### src/rtl/u16550rf_pkg.sv
// shared types and constants for the 16550-style uart register file
package u16550rf_pkg;

	localparam int OP_W   = 2;
	localparam int OFF_W  = 3;
	localparam int BYTE_W = 8;

	localparam int S_TDATA_W = 24;
	localparam int S_TUSER_W = OP_W;
	localparam int M_TDATA_W = 16;
	localparam int M_TUSER_W = 2;

	typedef enum logic [OP_W-1:0] {
		OP_READ  = 2'd0,
		OP_WRITE = 2'd1,
		OP_RX    = 2'd2
	} op_t;

	localparam logic [OFF_W-1:0] OFF_RBR_THR = 3'd0;
	localparam logic [OFF_W-1:0] OFF_IER     = 3'd1;
	localparam logic [OFF_W-1:0] OFF_IIR_FCR = 3'd2;
	localparam logic [OFF_W-1:0] OFF_LCR     = 3'd3;
	localparam logic [OFF_W-1:0] OFF_MCR     = 3'd4;
	localparam logic [OFF_W-1:0] OFF_LSR     = 3'd5;
	localparam logic [OFF_W-1:0] OFF_MSR     = 3'd6;
	localparam logic [OFF_W-1:0] OFF_SCR     = 3'd7;

	localparam int DLAB_BIT = 7;

	localparam logic [BYTE_W-1:0] IIR_NONE  = 8'h01;
	localparam logic [BYTE_W-1:0] LSR_DR    = 8'h01;
	localparam logic [BYTE_W-1:0] LSR_THRE  = 8'h20;
	localparam logic [BYTE_W-1:0] LSR_TEMT  = 8'h40;
	localparam logic [BYTE_W-1:0] DLL_RESET = 8'h01;

	typedef struct packed {
		op_t               op;
		logic [OFF_W-1:0]  offset;
		logic [BYTE_W-1:0] write_data;
		logic [BYTE_W-1:0] rx_data;
	} item_t;

	typedef struct packed {
		logic [BYTE_W-1:0] read_data;
		logic              tx_valid;
		logic [BYTE_W-1:0] tx_byte;
		logic              rx_dropped;
	} result_t;

endpackage

### src/rtl/u16550rf_regs.sv
// uart register state, access decode and result logic
module u16550rf_regs (
	input  logic                   clk,
	input  logic                   arst_n,
	input  logic                   fire,
	input  u16550rf_pkg::item_t    item,
	output u16550rf_pkg::result_t  result
);

	logic [u16550rf_pkg::BYTE_W-1:0] ier_q;
	logic [u16550rf_pkg::BYTE_W-1:0] lcr_q;
	logic [u16550rf_pkg::BYTE_W-1:0] mcr_q;
	logic [u16550rf_pkg::BYTE_W-1:0] scr_q;
	logic [u16550rf_pkg::BYTE_W-1:0] dll_q;
	logic [u16550rf_pkg::BYTE_W-1:0] dlm_q;
	logic                            rx_full_q;
	logic [u16550rf_pkg::BYTE_W-1:0] rx_hold_q;
	logic                            dlab;
	logic                            rbr_read;

	assign dlab = lcr_q[u16550rf_pkg::DLAB_BIT];
	assign rbr_read = (item.op == u16550rf_pkg::OP_READ)
		&& (item.offset == u16550rf_pkg::OFF_RBR_THR) && !dlab;

	always_comb begin
		result = '0;
		case (item.op)
			u16550rf_pkg::OP_READ: begin
				unique case (item.offset)
					u16550rf_pkg::OFF_RBR_THR: result.read_data = dlab ? dll_q :
						(rx_full_q ? rx_hold_q : '0);
					u16550rf_pkg::OFF_IER:     result.read_data = dlab ? dlm_q : ier_q;
					u16550rf_pkg::OFF_IIR_FCR: result.read_data = u16550rf_pkg::IIR_NONE;
					u16550rf_pkg::OFF_LCR:     result.read_data = lcr_q;
					u16550rf_pkg::OFF_MCR:     result.read_data = mcr_q;
					u16550rf_pkg::OFF_LSR:     result.read_data = u16550rf_pkg::LSR_THRE
						| u16550rf_pkg::LSR_TEMT | (rx_full_q ? u16550rf_pkg::LSR_DR : '0);
					u16550rf_pkg::OFF_MSR:     result.read_data = '0;
					u16550rf_pkg::OFF_SCR:     result.read_data = scr_q;
					default:                   result.read_data = '0;
				endcase
			end
			u16550rf_pkg::OP_WRITE: begin
				if (item.offset == u16550rf_pkg::OFF_RBR_THR && !dlab) begin
					result.tx_valid = 1'b1;
					result.tx_byte  = item.write_data;
				end
			end
			u16550rf_pkg::OP_RX: begin
				result.rx_dropped = rx_full_q;
			end
			default: result = '0;
		endcase
	end

	always_ff @(posedge clk or negedge arst_n) begin
		if (!arst_n) begin
			ier_q     <= '0;
			lcr_q     <= '0;
			mcr_q     <= '0;
			scr_q     <= '0;
			dll_q     <= u16550rf_pkg::DLL_RESET;
			dlm_q     <= '0;
			rx_full_q <= 1'b0;
			rx_hold_q <= '0;
		end else if (fire) begin
			if (rbr_read) begin
				rx_full_q <= 1'b0;
			end
			if (item.op == u16550rf_pkg::OP_RX && !rx_full_q) begin
				rx_hold_q <= item.rx_data;
				rx_full_q <= 1'b1;
			end
			if (item.op == u16550rf_pkg::OP_WRITE) begin
				unique case (item.offset)
					u16550rf_pkg::OFF_RBR_THR: begin
						if (dlab) dll_q <= item.write_data;
					end
					u16550rf_pkg::OFF_IER: begin
						if (dlab) dlm_q <= item.write_data;
						else ier_q <= item.write_data;
					end
					u16550rf_pkg::OFF_LCR: lcr_q <= item.write_data;
					u16550rf_pkg::OFF_MCR: mcr_q <= item.write_data;
					u16550rf_pkg::OFF_SCR: scr_q <= item.write_data;
					default: ;
				endcase
			end
		end
	end

`ifndef NO_ASSERTIONS
	a_rx_fill: assert property (@(posedge clk) disable iff (!arst_n)
		fire && item.op == u16550rf_pkg::OP_RX && !rx_full_q |=> rx_full_q)
		else $error("receive into empty holding register did not fill it");

	a_rbr_clear: assert property (@(posedge clk) disable iff (!arst_n)
		fire && rbr_read |=> !rx_full_q)
		else $error("receive buffer read did not empty holding register");

	a_tx_decode: assert property (@(posedge clk) disable iff (!arst_n)
		result.tx_valid |-> item.op == u16550rf_pkg::OP_WRITE
			&& item.offset == u16550rf_pkg::OFF_RBR_THR && !dlab)
		else $error("transmit word outside a transmit register write");

	a_drop_full: assert property (@(posedge clk) disable iff (!arst_n)
		result.rx_dropped |-> rx_full_q && result.read_data == '0 && !result.tx_valid)
		else $error("drop flagged with empty holding register");
`endif

endmodule

### src/rtl/u16550rf_out.sv
// result register toward the master side
module u16550rf_out (
	input  logic                  clk,
	input  logic                  arst_n,
	input  logic                  load,
	input  u16550rf_pkg::result_t result,
	output logic                  ready,
	output u16550rf_pkg::result_t result_s2,
	output logic                  valid_s2,
	input  logic                  take
);

	assign ready = !valid_s2 || take;

	always_ff @(posedge clk or negedge arst_n) begin
		if (!arst_n) begin
			valid_s2 <= 1'b0;
		end else if (ready) begin
			valid_s2 <= load;
		end
	end

	always_ff @(posedge clk) begin
		if (load && ready) begin
			result_s2 <= result;
		end
	end

endmodule

### src/rtl/uart_16550_register_file.sv
// 16550-style uart register file: takes bus reads, bus writes and received
// bytes as one stream of words and gives one result word for each. A word is
// held in an input register, decoded against the register state in one pass
// and captured in a result register, so a new word is taken every cycle unless
// m_tready stalls a full result register. The word moves from the input register
// to the result register; s_tready follows m_tready when both are full.
module uart_16550_register_file (
	input  logic                                 clk,
	input  logic                                 arst_n,
	input  logic                                 s_tvalid,
	output logic                                 s_tready,
	input  logic [u16550rf_pkg::S_TDATA_W-1:0]   s_tdata,  // reg_offset, write_data, rx_data
	input  logic [u16550rf_pkg::S_TUSER_W-1:0]   s_tuser,  // operation
	output logic                                 m_tvalid,
	input  logic                                 m_tready,
	output logic [u16550rf_pkg::M_TDATA_W-1:0]   m_tdata,  // read_data, tx_byte
	output logic [u16550rf_pkg::M_TUSER_W-1:0]   m_tuser   // tx_valid, rx_dropped
);

	u16550rf_pkg::item_t   item_s1;
	logic                  valid_s1;
	logic                  out_ready;
	logic                  fire;
	u16550rf_pkg::result_t result;
	u16550rf_pkg::result_t result_s2;
	logic                  valid_s2;

	assign fire     = valid_s1 && out_ready;
	assign s_tready = !valid_s1 || out_ready;

	always_ff @(posedge clk or negedge arst_n) begin
		if (!arst_n) begin
			valid_s1 <= 1'b0;
		end else if (s_tready) begin
			valid_s1 <= s_tvalid;
		end
	end

	always_ff @(posedge clk) begin
		if (s_tvalid && s_tready) begin
			item_s1.op         <= u16550rf_pkg::op_t'(s_tuser);
			item_s1.offset     <= s_tdata[2:0];
			item_s1.write_data <= s_tdata[10:3];
			item_s1.rx_data    <= s_tdata[18:11];
		end
	end

	u16550rf_regs u_regs (
		.clk    (clk),
		.arst_n (arst_n),
		.fire   (fire),
		.item   (item_s1),
		.result (result)
	);

	u16550rf_out u_out (
		.clk       (clk),
		.arst_n    (arst_n),
		.load      (valid_s1),
		.result    (result),
		.ready     (out_ready),
		.result_s2 (result_s2),
		.valid_s2  (valid_s2),
		.take      (m_tready)
	);

	assign m_tvalid = valid_s2;
	assign m_tdata  = {result_s2.tx_byte, result_s2.read_data};
	assign m_tuser  = {result_s2.rx_dropped, result_s2.tx_valid};

endmodule

### config.mk
export PLATFORM = sky130hd
export DESIGN_NAME = uart_16550_register_file
export DESIGN_NICKNAME = d
export VERILOG_FILES = /design/src/rtl/u16550rf_pkg.sv /design/src/rtl/u16550rf_regs.sv /design/src/rtl/u16550rf_out.sv /design/src/rtl/uart_16550_register_file.sv
export SDC_FILE = /design/constraint.sdc
export NUM_CORES = 1
export LEC_CHECK = 0
export BUFFER_PORTS_ARGS = -buffer_cell sky130_fd_sc_hd__buf_2
export CAP_MARGIN = 40
export CELL_PAD_IN_SITES_DETAIL_PLACEMENT = 1
export CELL_PAD_IN_SITES_GLOBAL_PLACEMENT = 1
export CORE_MARGIN = 5
export CORE_UTILIZATION = 54
export CTS_BUF_LIST = sky130_fd_sc_hd__clkbuf_8
export CTS_CLUSTER_SIZE = 10
export DETAILED_ROUTE_END_ITERATION = 12
export PLACE_DENSITY_LB_ADDON = 0.1
export SYNTH_ARGS = -nofsm -noshare
export SYNTH_HDL_FRONTEND = slang
export SYNTH_HIERARCHICAL = 1
export SYNTH_SLANG_ARGS = --single-unit
### constraint.sdc
create_clock -name clk -period 3.55 [get_ports clk]
set_clock_uncertainty 0.2 [all_clocks]
set_input_delay 0.1775 -clock clk [delete_from_list [all_inputs] [get_ports clk]]
set_output_delay 0.1775 -clock clk [all_outputs]
set_load 0.02 [all_outputs]
==> flow_metrics.env, run 1 <==
export IMPL_cts_repair_resized=0
export IMPL_ctsHtreeMaxLevel=3
export IMPL_slew_headroom_pct=40.0
export IMPL_row_count=31
export IMPL_finalWirelength_microns=9500
export IMPL_clock_path_buffers=2
export IMPL_yosysSeqAreaShare_pct=64.5
export IMPL_synth_top_area_cell="dfrtp_1"
export IMPL_synth_main_ff_cell="dfrtp_1"
export IMPL_numCtsBuffers=9
export IMPL_largest_register_ffs=21
export IMPL_max_vdd_ir_drop_uv=311
export IMPL_wl_per_cell_microns=21.5
export IMPL_root_buffer="clkbuf_8"
export IMPL_ys_warn_count=6
export IMPL_slew_violations=0
export IMPL_syn_inst=270
export IMPL_largest_registers="item_s1: 21 flops, u_out/result_s2: 18 flops"
export IMPL_dr_total_vias=2537
export IMPL_status="complete, no violations"
export IMPL_crit_path_end_kind="flip-flop"
export IMPL_holdBufCountCts=24
export IMPL_syn_area_sq_um=4110
export IMPL_fin_nets=368
export IMPL_die_x_microns=97.2
export IMPL_ioPinCount=50
export IMPL_period_minus_slack_ns=2.67
export IMPL_clock_latency_ns=0.36
export IMPL_synth_top_area_share_pct=35.3
export IMPL_min_path_type="in -> async"
export IMPL_arrival_ns=2.55
export IMPL_path_clk_slew_ns=0.10
export IMPL_antenna_found_initial=0
export IMPL_drt_pass1_iterations=4
export IMPL_cap_violations=0
export IMPL_clock_fmax_ghz=0.375
export IMPL_crit_type="reg -> reg"
export IMPL_cts_tree="done"
export IMPL_finalSetupTns_ns=0
export IMPL_place_congestion=0.826
export IMPL_dp_hpwl_microns=6220
export IMPL_cp_max_fo=13
export IMPL_tightest_slew_ns=0.893
export IMPL_chipHeight_microns=97.2
export IMPL_via_per_inst=5.74
export IMPL_hold_viol_final=0
export IMPL_pwr_density_cell_nw_per_um2=555
export IMPL_top_register="item_s1"
export IMPL_die_area_sq_um=9450
export IMPL_async_reset_ff_share_pct=60.2
export IMPL_ys_types=45
export IMPL_synthTopCellsByArea="dfrtp_1 35%, edfxtp_1 29%, mux2_2 17%"
export IMPL_ys_ff_latch=98
export IMPL_area_growth_pct=19.2
export IMPL_period_share_pct=75.1
export IMPL_grt_pass1_vias=2915
export IMPL_grt_max_degree=42
export IMPL_grt_pass1_wl_microns=15600
export IMPL_rsz0062_at_grt="false"
export IMPL_cts_setup_buffers=0
export IMPL_cp_start_kind="flip-flop"
export IMPL_synth_edf_count=39
export IMPL_grt_use_total_pct=21.2
export IMPL_start_util_pct=56.1
export IMPL_ant_nets=0
export IMPL_post_route_util_pct=66.8
export IMPL_synth_nets=300
export IMPL_dr_first_iter_drc_count=136
export IMPL_core_sq_um=7330
export IMPL_clock_sinks=98
export IMPL_synth_avg_cell_area_sq_um=15.2
export IMPL_port_buffers=44
export IMPL_drc=0
export IMPL_critPathRequiredTime_ns=3.43
export IMPL_gr_total_overflow=0
export IMPL_antenna_cells=0
export IMPL_drive_gt1_share_pct=39.7
export IMPL_setup_viol=0
export IMPL_cellLeakagePower_nw=2.11
## cells in the mapped netlist, types with 5 or more instances
library cell,count
clkbuf_1,5
a211oi_1,6
buf_2,9
nor2_1,5
mux2_2,61
and2_1,10
dfrtp_1,58
a221oi_1,6
edfxtp_1,39
nand3_1,7
## layer usage
| layer | GRT usage, % | wire length (microns) | up-vias | part of all wire, % |
|---|---|---|---|---|
| met5 | 0 | 0 | - | 0 |
| met4 | 6.18 | 134 | 0 | 1.4 |
| met3 | 4.31 | 450 | 10 | 4.7 |
| met2 | 37.8 | 5120 | 66 | 54 |
| met1 | 25.9 | 3800 | 1306 | 40 |
| li1 | - | - | 1155 | - |
## kinds of logic (layout without fill, tap and decap cells)
logic type	after synthesis	in the layout	synth area share, %
buf+inv	19	92	2.19
compound gates	32	32	6.39
simple gates	56	56	9.26
mux	65	65	17.7
flops	98	98	64.5
## critical path: stages (launching register included)
cell and delay [ns]:
dfrtp_1 0.60, buf_4 0.30, nor2b_1 0.51, a221oi_1 0.17, a2111oi_0 0.61
## path summary, 6_finish.rpt
kind                            cells after the start                   to            start  slack (ns)
worst max-delay path                                4  u_out/result_s2[13]  u_regs/lcr_q[7]        0.88
worst min-delay path                                2      u_regs/dlm_q[6]           arst_n        0.13
worst max register to register                      4  u_out/result_s2[13]  u_regs/lcr_q[7]        0.88
worst min register to register                      1  u_regs/rx_hold_q[0]       item_s1[0]        0.28
max in group asynchronous                           3      u_regs/dll_q[0]           arst_n        2.09
min in group clk                                    1  u_regs/rx_hold_q[0]       item_s1[0]        0.28
## where the power goes
group,total [mW],internal (mW),switching [mW]
logic,0.385,0.204,0.181
registers,1.48,1.36,0.121
clock network,0.858,0.474,0.384
## metrics by stage
| stage | hold WS [ns] | setup slack (ns) | total power [mW] | instance area (sq um) | std cells |
|---|---|---|---|---|---|
| 3_3_place_gp | -0.0472 | 1.06 | 1.83 | 4410 | 402 |
| 3_5_place_dp | -0.0230 | 0.990 | 1.86 | 4410 | 402 |
| 2_1_floorplan | -0.318 | 1.60 | 1.72 | 4110 | 270 |
| 5_1_grt | 0.185 | 0.739 | 2.85 | 4900 | 442 |
| 6_report | 0.127 | 0.884 | 2.72 | 4900 | 442 |
| 4_1_cts | 0.115 | 0.956 | 2.74 | 4900 | 442 |
## layout by cell type (no fill, tap or decap), types with 5 or more instances in the layout
cell type	n
nor2_1	5
dfrtp_1	58
buf_2	44
clkbuf_8	9
mux2_2	61
and2_1	10
dlygate4sd3_1	24
a211oi_1	6
nand3_1	7
a221oi_1	6
buf_4	5
edfxtp_1	39
## cell type report
type,count,area (sq um)
Fill cell,660,2430
Timing Repair Buffer,73,498
Tap cell,99,124
Multi-Input combinational cell,153,1370
Clock inverter,7,121
Inverter,3,11.3
Sequential cell,98,2650
Clock buffer,9,124
(Power assumes the default switching activity.)
==> inputs of run 2 (changes only) <==
CORE_UTILIZATION = 45   (was 54)
clock period = 2.2 ns   (was 3.55 ns; I/O delays follow)
==> run 2 against run 1 <==
Compared with the run above: clock power grew 35%; first-iteration DRC count decreased by 12%; sequential cell count stayed put; count of clock-buffer cells in the layout rose by 1.
==> flow_metrics.env, run 2 (synthesis results as in run 1) <==
export IMPL_setup_viol=0
export IMPL_root_buffer="clkbuf_8"
export IMPL_drc=0
export IMPL_fin_nets=389
export IMPL_slowest_stage="dlygate4sd3_1"
export IMPL_cts_setup_buffers=0
export IMPL_tightest_slew_ns=0.546
export IMPL_numCtsBuffers=9
export IMPL_place_congestion=0.777
export IMPL_chipHeight_microns=106
export IMPL_antenna_cells=0
export IMPL_cp_buffers_inverters=3
export IMPL_finalWirelength_microns=9080
export IMPL_drt_pass1_iterations=4
export IMPL_die_area_sq_um=11100
export IMPL_hold_viol_final=0
export IMPL_dp_hpwl_microns=6410
export IMPL_clock_path_buffers=2
export IMPL_cpLargestDelayFamily="simple AND/OR/NAND/NOR gates"
export IMPL_port_buffers=44
export IMPL_r2r_cells=6
export IMPL_cp_max_fo=8
export IMPL_min_path_type="in -> async"
export IMPL_drive_gt1_share_pct=42.6
export IMPL_slew_violations=0
export IMPL_cp_start_kind="input pin"
export IMPL_cellLeakagePower_nw=2.21
export IMPL_crit_path_end_kind="flip-flop"
export IMPL_clock_fmax_ghz=0.487
export IMPL_timing_final_ws_setup_ns=0.146
export IMPL_period_share_pct=93.4
export IMPL_gr_total_overflow=0
export IMPL_die_x_microns=106
export IMPL_row_count=34
export IMPL_slew_headroom_pct=63.6
export IMPL_rsz0062_at_grt="false"
export IMPL_preCtsSetupSlack_ns=0.174
export IMPL_mostFrequentLayoutCells="61 x mux2_2, 58 x dfrtp_1, 44 x buf_2"
export IMPL_grt_max_degree=29
export IMPL_clock_latency_ns=0.35
export IMPL_pwr_density_cell_nw_per_um2=824
export IMPL_grt_pass1_vias=2895
export IMPL_largest_registers="item_s1: 21 flops, u_out/result_s2: 18 flops"
export IMPL_placed_area_sq_um=4640
export IMPL_top_register="item_s1"
export IMPL_arrival_ns=2.09
export IMPL_dr_first_iter_drc_count=120
export IMPL_stdcell_count=472
export IMPL_holdBufCountCts=25
export IMPL_cts_tree="done"
export IMPL_path_clk_slew_ns=0.09
export IMPL_max_stage_delay_ns=0.53
export IMPL_wl_per_cell_microns=19.2
export IMPL_dr_total_vias=2560
export IMPL_ioPinCount=50
export IMPL_largest_register_ffs=21
export IMPL_cap_violations=0
export IMPL_grt_pass1_wl_microns=15500
export IMPL_area_growth_pct=23.8
export IMPL_ctsHtreeMaxLevel=3
export IMPL_ant_nets=0
export IMPL_antenna_found_initial=0
export IMPL_crit_type="in -> reg"
export IMPL_crit_cells=8
export IMPL_crit_chain="dlygate4sd3_1, buf_2, nand2b_4, and2_1, and3b_1, and3_1, buf_12, mux2_2"
export IMPL_max_vdd_ir_drop_uv=464
export IMPL_r2r_slack_ns=0.16
export IMPL_placed_cells=431
export IMPL_period_minus_slack_ns=2.05
export IMPL_grt_use_total_pct=18.0
export IMPL_status="complete, no violations"
export IMPL_core_sq_um=8810
export IMPL_start_util_pct=46.7
export IMPL_clock_sinks=98
export IMPL_cts_repair_resized=0
export IMPL_critPathRequiredTime_ns=2.24
export IMPL_layout_commonest_cell="mux2_2"
export IMPL_via_per_inst=5.42
export IMPL_final_cell_area_sq_um=5090
export IMPL_finalSetupTns_ns=0
-- run 2: cell types whose count changed in the layout (fill, tap and decap cells not counted), sizes merged --
cell and delta:
buf +20, clkbuf +1, dlygate4sd3 +1, clkinv +2, inv -2, bufinv -2
clkinvlp +1
-- run 2: cell type report --
type	count	area, sq um
tap	108	135
fill	876	3720
inverter	3	11.3
clock buffer	10	138
sequential	98	2650
timing repair buffer	94	721
clock inverter	6	63.8
multi-input combinational	153	1370
-- run 2: worst reg2reg max path: stages, from the launching register on --
cell	delay, ns
dfrtp_1	0.41
nand2b_4	0.09
and2_1	0.18
and3b_1	0.31
and3_1	0.27
buf_12	0.15
mux2_2	0.33
-- run 2: per-stage QoR --
| stage | util [%] | power [mW] | hold slack [ns] |
|---|---|---|---|
| 5_1_grt | 57.8 | 4.42 | 0.103 |
| 3_3_place_gp | 52.6 | 3.01 | -0.0780 |
| 2_1_floorplan | - | 2.77 | -0.386 |
| 4_1_cts | 57.8 | 4.25 | 0.0691 |
| 3_5_place_dp | 52.6 | 3.05 | -0.0762 |
| 6_report | 57.8 | 4.19 | 0.0675 |
-- run 2: layer usage --
| layer | vias up | GRT usage (%) | wire length, microns |
|---|---|---|---|
| met3 | 8 | 3.55 | 239 |
| met4 | 0 | 4.90 | 85 |
| met1 | 1318 | 22.4 | 3970 |
| met2 | 36 | 32.1 | 4780 |
| met5 | - | 0 | 0 |
| li1 | 1198 | - | - |
-- run 2: final timing paths --
check                               start             endpoint
max in group asynchronous          arst_n  u_regs/rx_hold_q[5]
min in group clk               s_tdata[4]           item_s1[9]
hold reg to reg                item_s1[5]  u_regs/rx_hold_q[5]
hold / removal                     arst_n      u_regs/dlm_q[5]
setup reg to reg           u_out/valid_s2      u_regs/ier_q[0]
setup / recovery                 m_tready      u_regs/ier_q[0]
-- run 2: where the power goes --
part	total (mW)	internal [mW]	switching [mW]
combinational	0.678	0.371	0.307
sequential	2.35	2.19	0.163
clock	1.16	0.557	0.606
total	4.19	3.11	1.08
==> inputs of run 3 (changes only) <==
CORE_UTILIZATION = 54   (was 45)
clock period = 2.5 ns   (was 2.2 ns; I/O delays follow)
==> run 3 against run 2 <==
Compared with the run above: die area shrank 15%; via count grew 2.7%; utilization grew 10 points; critical path type is now reg -> reg; highest routed layer unchanged.
==> flow_metrics.env, run 3 (synthesis results as in run 1) <==
export IMPL_dp_hpwl_microns=6360
export IMPL_dr_total_vias=2630
export IMPL_start_util_pct=56.1
export IMPL_ant_nets=0
export IMPL_area_growth_pct=21.2
export IMPL_root_buffer="clkbuf_8"
export IMPL_slowest_stage="and3_1"
export IMPL_wl_per_cell_microns=22.3
export IMPL_seqPwrFrac_pct=57.3
export IMPL_preCtsSetupSlack_ns=0.287
export IMPL_die_x_microns=97.2
export IMPL_crit_type="reg -> reg"
export IMPL_setup_viol=0
export IMPL_grt_pass1_wl_microns=16400
export IMPL_clock_latency_ns=0.37
export IMPL_hold_slack_ns=0.114
export IMPL_clkPwrFrac_pct=26.5
export IMPL_antenna_cells=0
export IMPL_crit_chain="nand2b_4, and2_1, and3b_1, and3_1, mux2_2"
export IMPL_rsz0062_at_grt="false"
export IMPL_period_share_pct=89.6
export IMPL_critPathRequiredTime_ns=2.55
export IMPL_die_area_sq_um=9450
export IMPL_finalWirelength_microns=10200
export IMPL_cts_repair_resized=0
export IMPL_cellLeakagePower_nw=2.17
export IMPL_finalSetupTns_ns=0
export IMPL_chipHeight_microns=97.2
export IMPL_fillCellCount=698
export IMPL_drc=0
export IMPL_place_congestion=0.835
export IMPL_timing_final_ws_setup_ns=0.259
export IMPL_antenna_found_initial=0
export IMPL_gr_total_overflow=0
export IMPL_clock_sinks=98
export IMPL_port_buffers=44
export IMPL_row_count=31
export IMPL_p_int_mw=2.62
export IMPL_cap_violations=0
export IMPL_numCtsBuffers=9
export IMPL_cpLargestDelayFamily="simple AND/OR/NAND/NOR gates"
export IMPL_ctsHtreeMaxLevel=3
export IMPL_slew_violations=0
export IMPL_cp_buffers_inverters=0
export IMPL_slew_headroom_pct=57.2
export IMPL_arrival_ns=2.29
export IMPL_grt_max_degree=35
export IMPL_grt_pass1_vias=2902
export IMPL_top_register="item_s1"
export IMPL_dr_first_iter_drc_count=126
export IMPL_status="complete, no violations"
export IMPL_clock_path_buffers=2
export IMPL_hold_viol_final=0
export IMPL_core_sq_um=7330
export IMPL_drt_pass1_iterations=7
export IMPL_grt_use_total_pct=22.5
export IMPL_combPwrFrac_pct=16.3
export IMPL_fin_nets=385
export IMPL_layout_commonest_cell="mux2_2"
export IMPL_largest_register_ffs=21
export IMPL_cts_tree="done"
export IMPL_pwr_density_cell_nw_per_um2=734
export IMPL_cp_start_kind="flip-flop"
export IMPL_tightest_slew_ns=0.642
export IMPL_holdBufCountCts=25
export IMPL_max_vdd_ir_drop_uv=530
export IMPL_post_route_util_pct=67.9
export IMPL_switching_power_mw=1.04
export IMPL_clock_fmax_ghz=0.446
export IMPL_drive_gt1_share_pct=42.2
export IMPL_swShare_pct=28.4
export IMPL_cts_setup_buffers=0
export IMPL_period_minus_slack_ns=2.24
export IMPL_max_stage_delay_ns=0.50
export IMPL_largest_registers="item_s1: 21 flops, u_out/result_s2: 18 flops"
export IMPL_ioPinCount=50
export IMPL_via_per_inst=5.73
export IMPL_path_clk_slew_ns=0.11
export IMPL_mostFrequentLayoutCells="61 x mux2_2, 58 x dfrtp_1, 44 x buf_2"
export IMPL_cp_max_fo=8
export IMPL_min_path_type="in -> async"
export IMPL_crit_path_end_kind="flip-flop"
-- run 3: cell count changes in the layout (fill, tap and decap cells not counted), sizes merged --
cell / previous run / this run
buf: 69 / 65
inv: 4 / 6
bufinv: 1 / 0
clkbuf: 10 / 9
clkinv: 3 / 4
clkinvlp: 1 / 0
-- run 3: worst paths after layout --
path	from	to	slack [ns]	depth (start not counted)
setup / recovery	u_out/valid_s2	u_regs/lcr_q[6]	0.26	5
hold / removal	arst_n	u_regs/rx_hold_q[3]	0.11	2
setup reg to reg	u_out/valid_s2	u_regs/lcr_q[6]	0.26	5
hold reg to reg	item_s1[2]	u_regs/rx_hold_q[2]	0.29	1
max in group asynchronous	arst_n	u_regs/dll_q[0]	1.32	3
min in group clk	s_tuser[1]	item_s1[20]	0.26	2
-- run 3: cell type report --
cell class | instances | area, sq um | area share [%]
flip-flops and latches | 98 | 2650 | 53.2
multi-input cells | 153 | 1370 | 27.5
repair buffers | 90 | 641 | 12.9
clock buffers | 9 | 124 | 2.49
well taps | 99 | 124 | 2.49
clock inverters | 7 | 60.1 | 1.21
inverters | 3 | 11.3 | 0.226
-- run 3: through the flow --
| step | cell area [sq um] | power [mW] | instances |
|---|---|---|---|
| finish | 4980 | 3.65 | 459 |
| global route | 4980 | 3.83 | 459 |
| CTS | 4980 | 3.65 | 459 |
| detailed placement | 4540 | 2.67 | 418 |
| global placement | 4540 | 2.63 | 418 |
| floorplan | 4110 | 2.44 | 270 |
-- run 3: per-layer routing --
metal	vias up	GRT usage, %	share of wire (%)
li1	1185	-	-
met1	1374	28.5	41
met5	-	0	0
met3	10	5.46	3.8
met4	0	5.22	0.99
met2	61	39.2	54
-- run 3: power by group through the flow --
stage               clock network (mW)  registers [mW]  logic [mW]
finish                           0.967            2.09       0.594
global placement                     0            2.10       0.523
CTS                              0.980            2.09       0.584
global route                      1.07            2.12       0.645
detailed placement                   0            2.12       0.551
floorplan                            0            2.08       0.365
